--- config.mk ---
export PLATFORM = sky130hd
export DESIGN_NAME = acpi_s5_package_scanner
export DESIGN_NICKNAME = d
export VERILOG_FILES = /design/src/rtl/acs5_pkg.sv /design/src/rtl/acpi_s5_package_scanner.sv /design/src/rtl/acs5_name_match.sv
export SDC_FILE = /design/constraint.sdc
export NUM_CORES = 1
export LEC_CHECK = 0
export BUFFER_PORTS_ARGS = -buffer_cell sky130_fd_sc_hd__buf_2
export CORE_MARGIN = 2
export CORE_UTILIZATION = 60
export CTS_BUF_LIST = sky130_fd_sc_hd__clkbuf_4
export CTS_CLUSTER_DIAMETER = 200
export CTS_CLUSTER_SIZE = 40
export DETAILED_ROUTE_END_ITERATION = 12
export HOLD_SLACK_MARGIN = 0.08
export PLACE_DENSITY = 0.79
export SKIP_LAST_GASP = 1
export SYNTH_ARGS = -nofsm -noshare
export SYNTH_HDL_FRONTEND = slang
export SYNTH_SLANG_ARGS = --single-unit
--- constraint.sdc ---
create_clock -name clk_i -period 2.65 [get_ports clk_i]
set_input_delay 0.265 -clock clk_i [delete_from_list [all_inputs] [get_ports clk_i]]
set_output_delay 0.265 -clock clk_i [all_outputs]
set_load 0.005 [all_outputs]
--- src/rtl/acs5_pkg.sv ---
// ----------------------------------------------------------------------------
// acs5_pkg
// shared types and constants for the _S5_ package scanner
// ----------------------------------------------------------------------------
package acs5_pkg;

  // aml opcodes and prefixes
  localparam logic [7:0] OpName     = 8'h08;
  localparam logic [7:0] OpPackage  = 8'h12;
  localparam logic [7:0] BytePrefix = 8'h0A;
  localparam logic [7:0] RootPrefix = 8'h5C;
  localparam logic [7:0] LeadMask   = 8'hC0;

  // name characters
  localparam logic [7:0] ChUnder = 8'h5F;
  localparam logic [7:0] ChS     = 8'h53;
  localparam logic [7:0] Ch5     = 8'h35;

  // history window, oldest byte at index 0
  localparam int unsigned WinDepth = 6;
  typedef logic [WinDepth-1:0][7:0] window_t;

  // saturating byte counter, holds 0 .. WinDepth
  typedef logic [2:0] seen_t;

endpackage

--- src/rtl/acpi_s5_package_scanner.sv ---
// ----------------------------------------------------------------------------
// acpi_s5_package_scanner
// scans a dsdt body byte stream for the _S5_ package and its sleep types
// ----------------------------------------------------------------------------
//
//  channel | direction | handshake              | payload
//  --------+-----------+------------------------+-------------------------------
//  in      | input     | in_valid_i/in_ready_o  | table_byte_i, end_of_table_i
//  out     | output    | out_valid_o/out_ready_i| found_o, sleep_type_a_o/_b_o
//
//  one byte is taken per cycle; all scan state updates at the accepting edge
//  a request marked end_of_table yields one result in the result register on
//  the following cycle, and all scan state returns to its reset values
//  the input stalls only while a result is held and out_ready_i is low
//  reset (rst_ni low, asynchronous) clears the window, phase and result valid
//
module acpi_s5_package_scanner import acs5_pkg::*; (
  input  logic       clk_i,
  input  logic       rst_ni,
  input  logic       in_valid_i,
  output logic       in_ready_o,
  input  logic [7:0] table_byte_i,
  input  logic       end_of_table_i,
  output logic       out_valid_o,
  input  logic       out_ready_i,
  output logic       found_o,
  output logic [7:0] sleep_type_a_o,
  output logic [7:0] sleep_type_b_o
);

  // scan phases
  localparam logic [2:0] PhSearch = 3'd0;
  localparam logic [2:0] PhLead   = 3'd1;
  localparam logic [2:0] PhSkip   = 3'd2;
  localparam logic [2:0] PhAFirst = 3'd3;
  localparam logic [2:0] PhAValue = 3'd4;
  localparam logic [2:0] PhBFirst = 3'd5;
  localparam logic [2:0] PhBValue = 3'd6;
  localparam logic [2:0] PhDone   = 3'd7;

  window_t    window_q, window_d;
  seen_t      seen_q, seen_d;
  logic [2:0] phase_q, phase_d;
  logic [2:0] skip_q, skip_d;
  logic [7:0] type_a_q, type_a_d;
  logic [7:0] type_b_q, type_b_d;
  logic       done_q, done_d;

  logic       out_valid_q;
  logic       found_q;
  logic [7:0] res_a_q, res_b_q;

  logic       in_fire;
  logic       name_hit;

  // a held result that is being taken frees the register in the same cycle
  assign in_ready_o = !out_valid_q || out_ready_i;
  assign in_fire    = in_valid_i && in_ready_o;

  acs5_name_match u_match (
    .window_i     (window_q),
    .bytes_seen_i (seen_q),
    .cur_byte_i   (table_byte_i),
    .hit_o        (name_hit)
  );

  // phase sequencer, one step per request
  always_comb begin
    phase_d  = phase_q;
    skip_d   = skip_q;
    type_a_d = type_a_q;
    type_b_d = type_b_q;
    done_d   = done_q;
    case (phase_q)
      PhSearch: begin
        if (name_hit) phase_d = PhLead;
      end
      PhLead: begin
        // lead bits give the count of extra length bytes; plus the element count
        skip_d  = 3'({1'b0, table_byte_i[7:6]}) + 3'd1;
        phase_d = PhSkip;
      end
      PhSkip: begin
        skip_d = skip_q - 3'd1;
        if (skip_q == 3'd1) phase_d = PhAFirst;
      end
      PhAFirst: begin
        if (table_byte_i == BytePrefix) begin
          phase_d = PhAValue;
        end else begin
          type_a_d = table_byte_i;
          phase_d  = PhBFirst;
        end
      end
      PhAValue: begin
        type_a_d = table_byte_i;
        phase_d  = PhBFirst;
      end
      PhBFirst: begin
        if (table_byte_i == BytePrefix) begin
          phase_d = PhBValue;
        end else begin
          type_b_d = table_byte_i;
          done_d   = 1'b1;
          phase_d  = PhDone;
        end
      end
      PhBValue: begin
        type_b_d = table_byte_i;
        done_d   = 1'b1;
        phase_d  = PhDone;
      end
      default: begin
        // first match stays, later bytes are ignored
      end
    endcase
  end

  // history shift and saturating byte count
  assign window_d = {table_byte_i, window_q[WinDepth-1:1]};
  assign seen_d   = (seen_q < seen_t'(WinDepth)) ? seen_q + seen_t'(1) : seen_q;

  always_ff @(posedge clk_i or negedge rst_ni) begin
    if (!rst_ni) begin
      window_q <= '0;
      seen_q   <= '0;
      phase_q  <= PhSearch;
      skip_q   <= '0;
      type_a_q <= '0;
      type_b_q <= '0;
      done_q   <= 1'b0;
    end else if (in_fire) begin
      if (end_of_table_i) begin
        // table closed, start over for the next one
        window_q <= '0;
        seen_q   <= '0;
        phase_q  <= PhSearch;
        skip_q   <= '0;
        type_a_q <= '0;
        type_b_q <= '0;
        done_q   <= 1'b0;
      end else begin
        window_q <= window_d;
        seen_q   <= seen_d;
        phase_q  <= phase_d;
        skip_q   <= skip_d;
        type_a_q <= type_a_d;
        type_b_q <= type_b_d;
        done_q   <= done_d;
      end
    end
  end

  // result register, the last byte may itself complete the capture
  always_ff @(posedge clk_i or negedge rst_ni) begin
    if (!rst_ni) begin
      out_valid_q <= 1'b0;
    end else if (in_fire && end_of_table_i) begin
      out_valid_q <= 1'b1;
    end else if (out_ready_i) begin
      out_valid_q <= 1'b0;
    end
  end

  always_ff @(posedge clk_i) begin
    if (in_fire && end_of_table_i) begin
      found_q <= done_d;
      res_a_q <= done_d ? type_a_d : 8'h00;
      res_b_q <= done_d ? type_b_d : 8'h00;
    end
  end

  assign out_valid_o    = out_valid_q;
  assign found_o        = found_q;
  assign sleep_type_a_o = res_a_q;
  assign sleep_type_b_o = res_b_q;

  // checks

  // a finished capture and the done phase always go together
  assert property (@(posedge clk_i) disable iff (!rst_ni)
    done_q == (phase_q == PhDone))
    else $error("match flag and phase disagree");

  // a closing request always produces a result next cycle
  assert property (@(posedge clk_i) disable iff (!rst_ni)
    in_fire && end_of_table_i |=> out_valid_o)
    else $error("no result after last byte");

  // a not-found result carries zero sleep types
  assert property (@(posedge clk_i) disable iff (!rst_ni)
    out_valid_o && !found_o |-> sleep_type_a_o == 8'h00 && sleep_type_b_o == 8'h00)
    else $error("sleep types nonzero without match");

  // scan state is back at its start after the last byte
  assert property (@(posedge clk_i) disable iff (!rst_ni)
    in_fire && end_of_table_i |=> phase_q == PhSearch && seen_q == seen_t'(0))
    else $error("scan state not cleared at table end");

endmodule

--- src/rtl/acs5_name_match.sv ---
// ----------------------------------------------------------------------------
// acs5_name_match
// detects NameOp [root] "_S5_" PackageOp ending at the current byte
// ----------------------------------------------------------------------------
module acs5_name_match import acs5_pkg::*; (
  input  window_t    window_i,
  input  seen_t      bytes_seen_i,
  input  logic [7:0] cur_byte_i,
  output logic       hit_o
);

  logic name_ok;
  logic direct;
  logic rooted;

  assign name_ok = (window_i[2] == ChUnder) && (window_i[3] == ChS) &&
                   (window_i[4] == Ch5) && (window_i[5] == ChUnder);

  // the opcode bytes must really have arrived in this table
  assign direct = (bytes_seen_i >= seen_t'(5)) && (window_i[1] == OpName);
  assign rooted = (bytes_seen_i >= seen_t'(6)) && (window_i[0] == OpName) &&
                  (window_i[1] == RootPrefix);

  assign hit_o = (cur_byte_i == OpPackage) && name_ok && (direct || rooted);

endmodule

# After elaboration in Yosys (flattened, before gate mapping)
# Cells that the tools add are included.
[word_totals]
register_bits = 92
in_bits = 13
output_inout_bits = 19
word_cells = 83
[classes]
addsub = 3
magnitude_cmp = 3
eq_ne = 18
mux = 22
reduce_logical = 21
[op_table]
columns = ["op", "n"]
rows = [
  ["48-bit 2-to-1 mux", 1],
  ["8-bit by 7-bit equality test with 1-bit output (second input constant)", 4],
  ["8-bit 2-to-1 mux", 4],
  ["8-bit case mux with 2 select lines", 2],
  ["8-bit by 4-bit equality test with 1-bit output (second input constant)", 3],
  ["3-bit case mux with 7 select lines", 1],
  ["3-bit 2-to-1 mux", 6],
  ["1-bit logical AND", 10],
  ["3-bit equality test (second input constant)", 3],
  ["8-bit by 5-bit equality test with 1-bit output (second input constant)", 1],
  ["8-bit by 6-bit equality test with 1-bit output (second input constant)", 1],
  ["8-bit nonzero test", 1],
  ["3-bit by 1-bit equality test with 1-bit output (second input constant)", 2],
  ["3-bit by 2-bit equality test with 1-bit output (second input constant)", 2],
  ["3-bit >= comparator (second input constant)", 2],
  ["1-bit 2-to-1 mux", 6],
  ["3-bit inequality test (second input constant)", 2],
  ["3-bit case mux with 2 select lines", 1],
  ["2-bit AND reduction", 2],
  ["4-bit AND reduction", 1],
  ["2-bit nonzero test", 2],
  ["2-bit by 1-bit adder with 3-bit output (second input constant)", 1],
  ["3-bit by 1-bit adder with 3-bit output (second input constant)", 1],
  ["3-bit logical NOT", 1],
  ["other kinds (6)", 7],
]

# Depth between registers and ports, before layout
# Gate-level depths: netlist (run 1).
[logic_depth]
ltp_word = 9
mapped_depth = 8
ltp_nobuf = 7

# Cells and area by module
# A second synthesis (run 1) with hierarchy kept.
[unflattened]
cells_unflattened = 439
hier_area_um2 = 4444.3
[by_module_without_submodules]
columns = ["module", "n_inst", "cells_each", "area_each_um2", "seq_area_each_um2"]
rows = [
  ["acpi_s5_package_scanner", 1, 416, 4245.3, 2387.3],
  ["acs5_name_match", 1, 23, 198.9, 0.0],
]

# Worst setup path before layout (run 1)
# OpenSTA, ideal clock, no wires.
[synth_timing]
path_kind = "register -> register"
from = "register out_valid_q, in the netlist out_valid_o"
to = "register found_q, in the netlist found_o, enable pin"
setup_ps = 392
arrival_ps = 1708
setup_slack_ps = 550
path_stages_with_launch = 6
synth_period_minus_slack_ps = 2100
cell_sequence = "dfrtp_1 > nand2b_1 > nand2_1 > clkbuf_8 > clkbuf_1 > nor2_1"
[synth_between]
elab_chain_len = 4
[synth_rtl]
columns = ["element", "line_no", "source"]
rows = [
  ["from (decl)", "acpi_s5_package_scanner.sv:49", "logic out_valid_q;"],
  ["from (signal assigned)", "acpi_s5_package_scanner.sv:157", "out_valid_q <= 1'b0;"],
  ["from (signal assigned)", "acpi_s5_package_scanner.sv:159", "out_valid_q <= 1'b1;"],
  ["from (signal assigned)", "acpi_s5_package_scanner.sv:161", "out_valid_q <= 1'b0;"],
  ["1-bit logical NOT", "acpi_s5_package_scanner.sv:57", "assign in_ready_o = !out_valid_q || out_ready_i;"],
  ["1-bit logical OR", "acpi_s5_package_scanner.sv:57", ""],
  ["net in_ready_o", "acpi_s5_package_scanner.sv:21", "output logic in_ready_o,"],
  ["1-bit logical AND", "acpi_s5_package_scanner.sv:58", "assign in_fire = in_valid_i && in_ready_o;"],
  ["1-bit logical AND", "acpi_s5_package_scanner.sv:166", "if (in_fire && end_of_table_i) begin"],
  ["to (signal assigned)", "acpi_s5_package_scanner.sv:167", "found_q <= done_d;"],
  ["to (decl)", "acpi_s5_package_scanner.sv:50", "logic found_q;"],
]
# The timed path passes the listed nets, and every way through them passes these cells.
# A chain may end at the register's enable or synchronous reset.

# Final worst setup path (run 1)
[layout_timing]
from = "register phase_q[1]"
to = "register type_b_q[6]"
[layout_between]
elab_chain_len = 3
word_cells_on_any_way = 4
cone_classes = "eq/ne: 2; mux: 2"
[layout_rtl]
columns = ["element", "line_no", "source"]
rows = [
  ["from (decl)", "acpi_s5_package_scanner.sv:43", "logic [2:0] phase_q, phase_d;"],
  ["from (signal assigned)", "acpi_s5_package_scanner.sv:127", "phase_q <= PhSearch;"],
  ["from (signal assigned)", "acpi_s5_package_scanner.sv:137", "phase_q <= PhSearch;"],
  ["from (signal assigned)", "acpi_s5_package_scanner.sv:145", "phase_q <= phase_d;"],
  ["3-bit equality test", "acpi_s5_package_scanner.sv:74", "case (phase_q)"],
  ["8-bit case mux with 2 select lines *", "acpi_s5_package_scanner.sv:74", ""],
  ["8-bit 2-to-1 mux *", "acpi_s5_package_scanner.sv:133", "if (end_of_table_i) begin"],
  ["to (signal assigned)", "acpi_s5_package_scanner.sv:148", "type_b_q <= type_b_d;"],
  ["to (decl)", "acpi_s5_package_scanner.sv:46", "logic [7:0] type_b_q, type_b_d;"],
]
# Mark *: on every way between the ends. The rest lies on a longest branch, timed or not.

==> impl_metrics.ini, run 1 <==
[synthesis]
yosys.area.top_type = dfrtp_1
synth_cell_types = 54
syn_nets = 495
yosys.area.top_type_share = 0.419
ys_top_cells_by_area = dfrtp_1 (42%), edfxtp_1 (11%), nand2_1 (11%)
syn-cell-area_mm2 = 0.00448
synth-simple-area-share = 0.222
synth.most_common_cell = nand2_1
synthAdderAreaFrac = 0.0307
synth_ff_type = dfrtp_1
ys_ff_latch = 92
synth_mux_area_frac = 0
yosysWarningCount = 0
synth-compound-area-share = 0.172
synth_xor_area_frac = 0.00195
yosysSeqAreaShare = 0.532
ys_top_cells_by_count = nand2_1 (127), dfrtp_1 (75), o21ai_0 (60)
synthArstFlopShare = 0.815
synth_top_family_by_area = simple AND/OR/NAND/NOR gates
syn_inst = 471
synth-edff-count = 17
avgSynthCellArea_um2 = 9.52

[sta]
holdWs_ns = 0.100
finalSetupViolCount = 0
rsz0062_at_grt = false
hold_viol_final = 0
relSlewSlack = 0.365
drv_slew = 0
max_freq_ghz = 0.486
min_period_over_period = 0.776
finClkSkew_ns = 0.00891
tns_ns = 0
period_needed_ns = 2.06
worst_slew_pin_slew_ns = 0.953

[critical_path]
ff2ff_setup_slack_ns = 0.59
critical_path.max_stage_delay_ns = 0.44
crit_chain = inv_1 > ha_1 > o21ai_0 > a31oi_4 > and2_1 > a22oi_1 > o21ai_1
cp.required_ns = 3.04
critPathKind = reg2reg
critical_path_buf_inv_count = 1
worstPathMaxFanout = 9
end_kind = register
cp_data_arrival_time_ns = 2.44
critPathLaunchType = register
cpLargestDelayFamily = compound AO/OA/AOI/OAI gates
crit_slowest_cell = dfrtp_1

[cts]
cts.clk_slew.worst_paths_ns = 0.15
tritoncts = yes
worstSkewPairLatency_ns = 0.45
clock-root-buffer = clkbuf_4
cts_num_sinks = 92
post_cts_resized = 0
cts_max_path_buffers = 2
cts_inserted_buffers = 9
htree_levels = 3

[global_routing]
met1_usage = 0.367
overflow = 0
gr-max-usage-layer = met2
track_usage = 0.247
use_met2 = 0.372
grt_max_degree = 88
grt_pass1_wl_um = 16000
use_met3 = 0.0301
antenna_found_initial = 0
grt_pass1_vias = 3299

[placed_design]
place_area_mm2 = 0.00469
place.gp.congestion = 0.850
portBuffers = 31
dp_hpwl_um = 6510
dpl.cell_count = 580

[drt]
vias = 3484
routedWlPerCell_um = 16.1
drc = 0
via_per_inst = 5.84
dr.first_iter.drc_count = 291
ant_nets = 0
drtPass1Iterations = 7
routed_wl_um = 9600

[floorplanning]
start_util = 0.618
die_h_um = 90.5
ios = 32
core-area_mm2 = 0.00725
fp.dieW_um = 90.5
floorplan.rows = 31
dieArea_mm2 = 0.00818

[cells_and_area]
drive_gt1_frac = 0.143
area_delta_synth_final_pct = 9.01
fillers = 615
layout.nets = 517
layout.cells.non_filler = 597
final_area_mm2 = 0.00489
postLayoutCoreUtil = 0.674
antennaDiodeCount = 0

[power]
seqPwrFrac = 0.501
vdd_drop_max_mv = 0.351
power_leakage_uw = 0.00207
p_sw_uw = 1120
power_frac_clock = 0.278
swShare = 0.316
p_int_uw = 2410
cellPowerDensity_mw_per_mm2 = 722
combPwrFrac = 0.220

[outcome]
status = finished, final reports clean

[hold_path]
hold_path_class = in2reg

[run]
cap_violations = 0
## cell type report
class                           instances  area [µm²]  share of cell area
Multi-Input combinational cell        341        1920               0.393
Timing Repair Buffer                   37         218              0.0445
Inverter                               12        45.0             0.00921
Sequential cell                        92        2390               0.488
Clock inverter                          7         124              0.0253
Clock buffer                            9        67.6              0.0138
Tap cell                               99         124              0.0253
## cells by family (layout without fill, tap and decap cells)
| family | after synthesis | in the layout |
|---|---|---|
| xor+xnor | 1 | 1 |
| fa+ha+maj | 11 | 11 |
| simple gates | 205 | 205 |
| compound gates | 124 | 124 |
| flops | 92 | 92 |
| buf+inv | 38 | 65 |
## per-stage QoR
step / setup WS (ns) / total power, µW
final: 0.594 / 3530
after global routing: 0.410 / 3720
after CTS: 0.610 / 3540
after detailed placement: 0.646 / 2560
after global placement: 0.743 / 2520
after floorplan: 0.550 / 2340
## tightest hold or removal path: cells and delay by family
| kind | cells | cell delay (ns) |
|---|---|---|
| buffers and inverters | 1 | 0.14 |
| AND/OR/NAND/NOR | 1 | 0.06 |
| AO/OA/AOI/OAI | 1 | 0.06 |
## worst paths after layout
check,start,endpoint,cells after the start
max,phase_q[1],type_b_q[6],7
min,table_byte_i[1],window_d[33],3
max reg2reg,phase_q[1],type_b_q[6],7
min reg2reg,window_q[4],window_q[4],2
max in group asynchronous,rst_ni,window_d[30],2
min in group asynchronous,rst_ni,window_q[7],2
## layer usage
metal,vias up,part of all wire,routed length [µm]
met1,1704,0.47,4490
met5,-,0,0
li1,1696,-,-
met4,0,0.016,154
met3,12,0.041,390
met2,72,0.48,4560
## cells in the final DEF, fill, tap and decap left out, types with 9 or more instances in the layout
cell type	netlist	routed
nor2_1	29	29
ha_1	11	11
clkbuf_4	0	9
o21ai_0	60	60
a21oi_1	16	16
dfrtp_1	75	75
nand2_1	127	126
a22oi_1	10	10
inv_1	11	11
buf_2	3	30
edfxtp_1	17	17
## state kept, by name, indices dropped and copies added, names as in the netlist, 3 cells and up
name,cells
window_q,8
type_b_q,8
seen_q,3
sleep_type_a_o,8
skip_q,3
window_d,40
phase_q,3
type_a_q,8
sleep_type_b_o,8
## repair_timing
action                                 CTS  global route
buffers inserted                         0             0
hold buffers                             1             0
endpoints found under the hold margin   75             0
## power by group through the flow
stage / combinational, µW / clock, µW / sequential [µW]
detailed placement: 771 / 0 / 1790
global route: 874 / 1050 / 1790
global placement: 743 / 0 / 1780
floorplan: 592 / 0 / 1750
finish: 778 / 982 / 1770
CTS: 778 / 996 / 1760
(Power assumes the default switching activity.)
==> run 2, diff against run 1 <==
Clock period 2.65 ns to 1.98 ns, I/O delays scaled along.
==> run 2 against run 1 <==
Die area unchanged. Critical path type unchanged. First-iteration DRC count up 7.2%. Count of clock-buffer cells in the layout up 1. Final cell count up 2.3%. Sequential power up 33%. Core utilization up 1.7 points. Fmax up 6.7%. Non-clock buffer count up 14. Global-route usage up 1.1 points.
==> impl_metrics.ini, run 2 (synthesized netlist as in run 1, its figures left out) <==
[global_routing]
overflow = 0
grt_max_degree = 66
track_usage = 0.257
grt_pass1_vias = 3367
antenna_found_initial = 0
grt_pass1_wl_um = 16600

[drt]
routed_wl_um = 10000
drc = 0
via_per_inst = 5.86
routedWlPerCell_um = 16.4
drtPass1Iterations = 5
vias = 3580
dr.first_iter.drc_count = 312
ant_nets = 0

[power]
cellPowerDensity_mw_per_mm2 = 933
power_uw = 4670
power_leakage_uw = 0.00212
vdd_drop_max_mv = 0.470

[cells_and_area]
largest_reg_flops = 40
final_cell_mix = nand2_1 (125), dfrtp_1 (74), o21ai_0 (57), buf_2 (30), nor2_1 (28)
final_area_mm2 = 0.00501
area_delta_synth_final_pct = 11.7
layout.cells.non_filler = 611
drive_gt1_frac = 0.176
antennaDiodeCount = 0
mostFrequentLayoutCell = nand2_1
layout.nets = 531

[critical_path]
crit_chain = inv_2 > ha_1 > or4_4 > o32ai_4 > nor4_2 > a21oi_1 > a31o_2
cpLargestDelayFamily = simple AND/OR/NAND/NOR gates
critical_path_buf_inv_count = 1
cp_data_arrival_time_ns = 2.31
critPathKind = reg2reg
crit_slowest_cell = or4_4
worstPathMaxFanout = 4
cp.required_ns = 2.36
critical_path.max_stage_delay_ns = 0.56
end_kind = register
critPathLaunchType = register

[sta]
relSlewSlack = 0.635
finalSetupViolCount = 0
finClkSkew_ns = 0.0111
period_needed_ns = 1.93
hold_viol_final = 0
rsz0062_at_grt = false
min_period_over_period = 0.973
drv_slew = 0
worst_slew_pin_slew_ns = 0.543
max_freq_ghz = 0.519

[cts]
cts_inserted_buffers = 9
tritoncts = yes
cts.clk_slew.worst_paths_ns = 0.14
htree_levels = 3
cts_max_path_buffers = 2
clock-root-buffer = clkbuf_4
post_cts_buffers = 0
worstSkewPairLatency_ns = 0.44
cts_num_sinks = 92

[hold_path]
hold_path_class = in2reg

[placed_design]
place.gp.congestion = 0.853
dpl.cell_count = 590
place_area_mm2 = 0.00478
portBuffers = 31
dp_hpwl_um = 6880

[floorplanning]
die_h_um = 90.5
ios = 32
core-area_mm2 = 0.00725
dieArea_mm2 = 0.00818
fp.dieW_um = 90.5
start_util = 0.618
floorplan.rows = 31

[run]
cap_violations = 0

[outcome]
status = finished, final reports clean
-- run 2: cell types whose count changed in the layout (fill, tap and decap cells not counted), sizes merged --
cell | previous run | this run
bufinv | 3 | 2
clkbuf | 9 | 10
buf | 36 | 46
dlygate4sd3 | 1 | 5
-- run 2: area by class of cell --
type	count	area (µm²)
Timing Repair Buffer	51	345
Fill cell	561	2240
Tap cell	99	124
Inverter	12	45.0
Multi-Input combinational cell	341	1950
Clock inverter	6	78.8
Sequential cell	92	2390
Clock buffer	10	75.1
-- run 2: through the flow --
stage	setup slack (ns)	hold WS, ns	util	setup TNS (ns)
2_1_floorplan	0.0133	-0.0976	-	0
3_5_place_dp	0.0145	0.108	0.659	0
4_1_cts	-0.0200	0.0866	0.686	-0.0531
5_1_grt	0.00188	0.0951	0.691	0
6_report	0.0533	0.117	0.691	0
3_3_place_gp	0.124	0.0985	0.659	0
-- run 2: worst min-delay path: stages --
cell and delay, ns:
buf_2 0.16, nand2_1 0.09, o21ai_0 0.07
-- run 2: path summary, 6_finish.rpt --
check	startpoint	depth (start not counted)	to	slack (ns)
max in group asynchronous	rst_ni	3	phase_q[1]	1.22
setup / recovery	phase_q[0]	7	phase_q[1]	0.05
hold reg to reg	window_q[6]	2	window_q[6]	0.50
setup reg to reg	phase_q[0]	7	phase_q[1]	0.05
hold / removal	table_byte_i[4]	3	window_d[36]	0.12
min in group asynchronous	rst_ni	2	window_d[9]	0.16
-- run 2: power by group --
group | total [µW] | internal [µW] | switching [µW]
Clock | 1140 | 516 | 623
Sequential | 2360 | 2160 | 198
Combinational | 1170 | 494 | 679
-- run 2: metal layers --
layer  wire, µm  vias up  track usage  share of wire
li1           -     1720            -              -
met1       4410     1720        0.371           0.44
met2       4800      120        0.397           0.48
met3        653       20       0.0551          0.065
met4        168        0       0.0782          0.017
met5          0        -            0              0
-- run 2: timing repair --
| item | 4_1_cts | 5_1_grt |
|---|---|---|
| endpoints found under the hold margin | 78 | 1 |
| pin swaps | 0 | 3 |
| hold buffers | 4 | 1 |
| setup endpoints to repair | 8 | 30 |
| gates cloned | 0 | 0 |
| gates resized for setup | 2 | 12 |
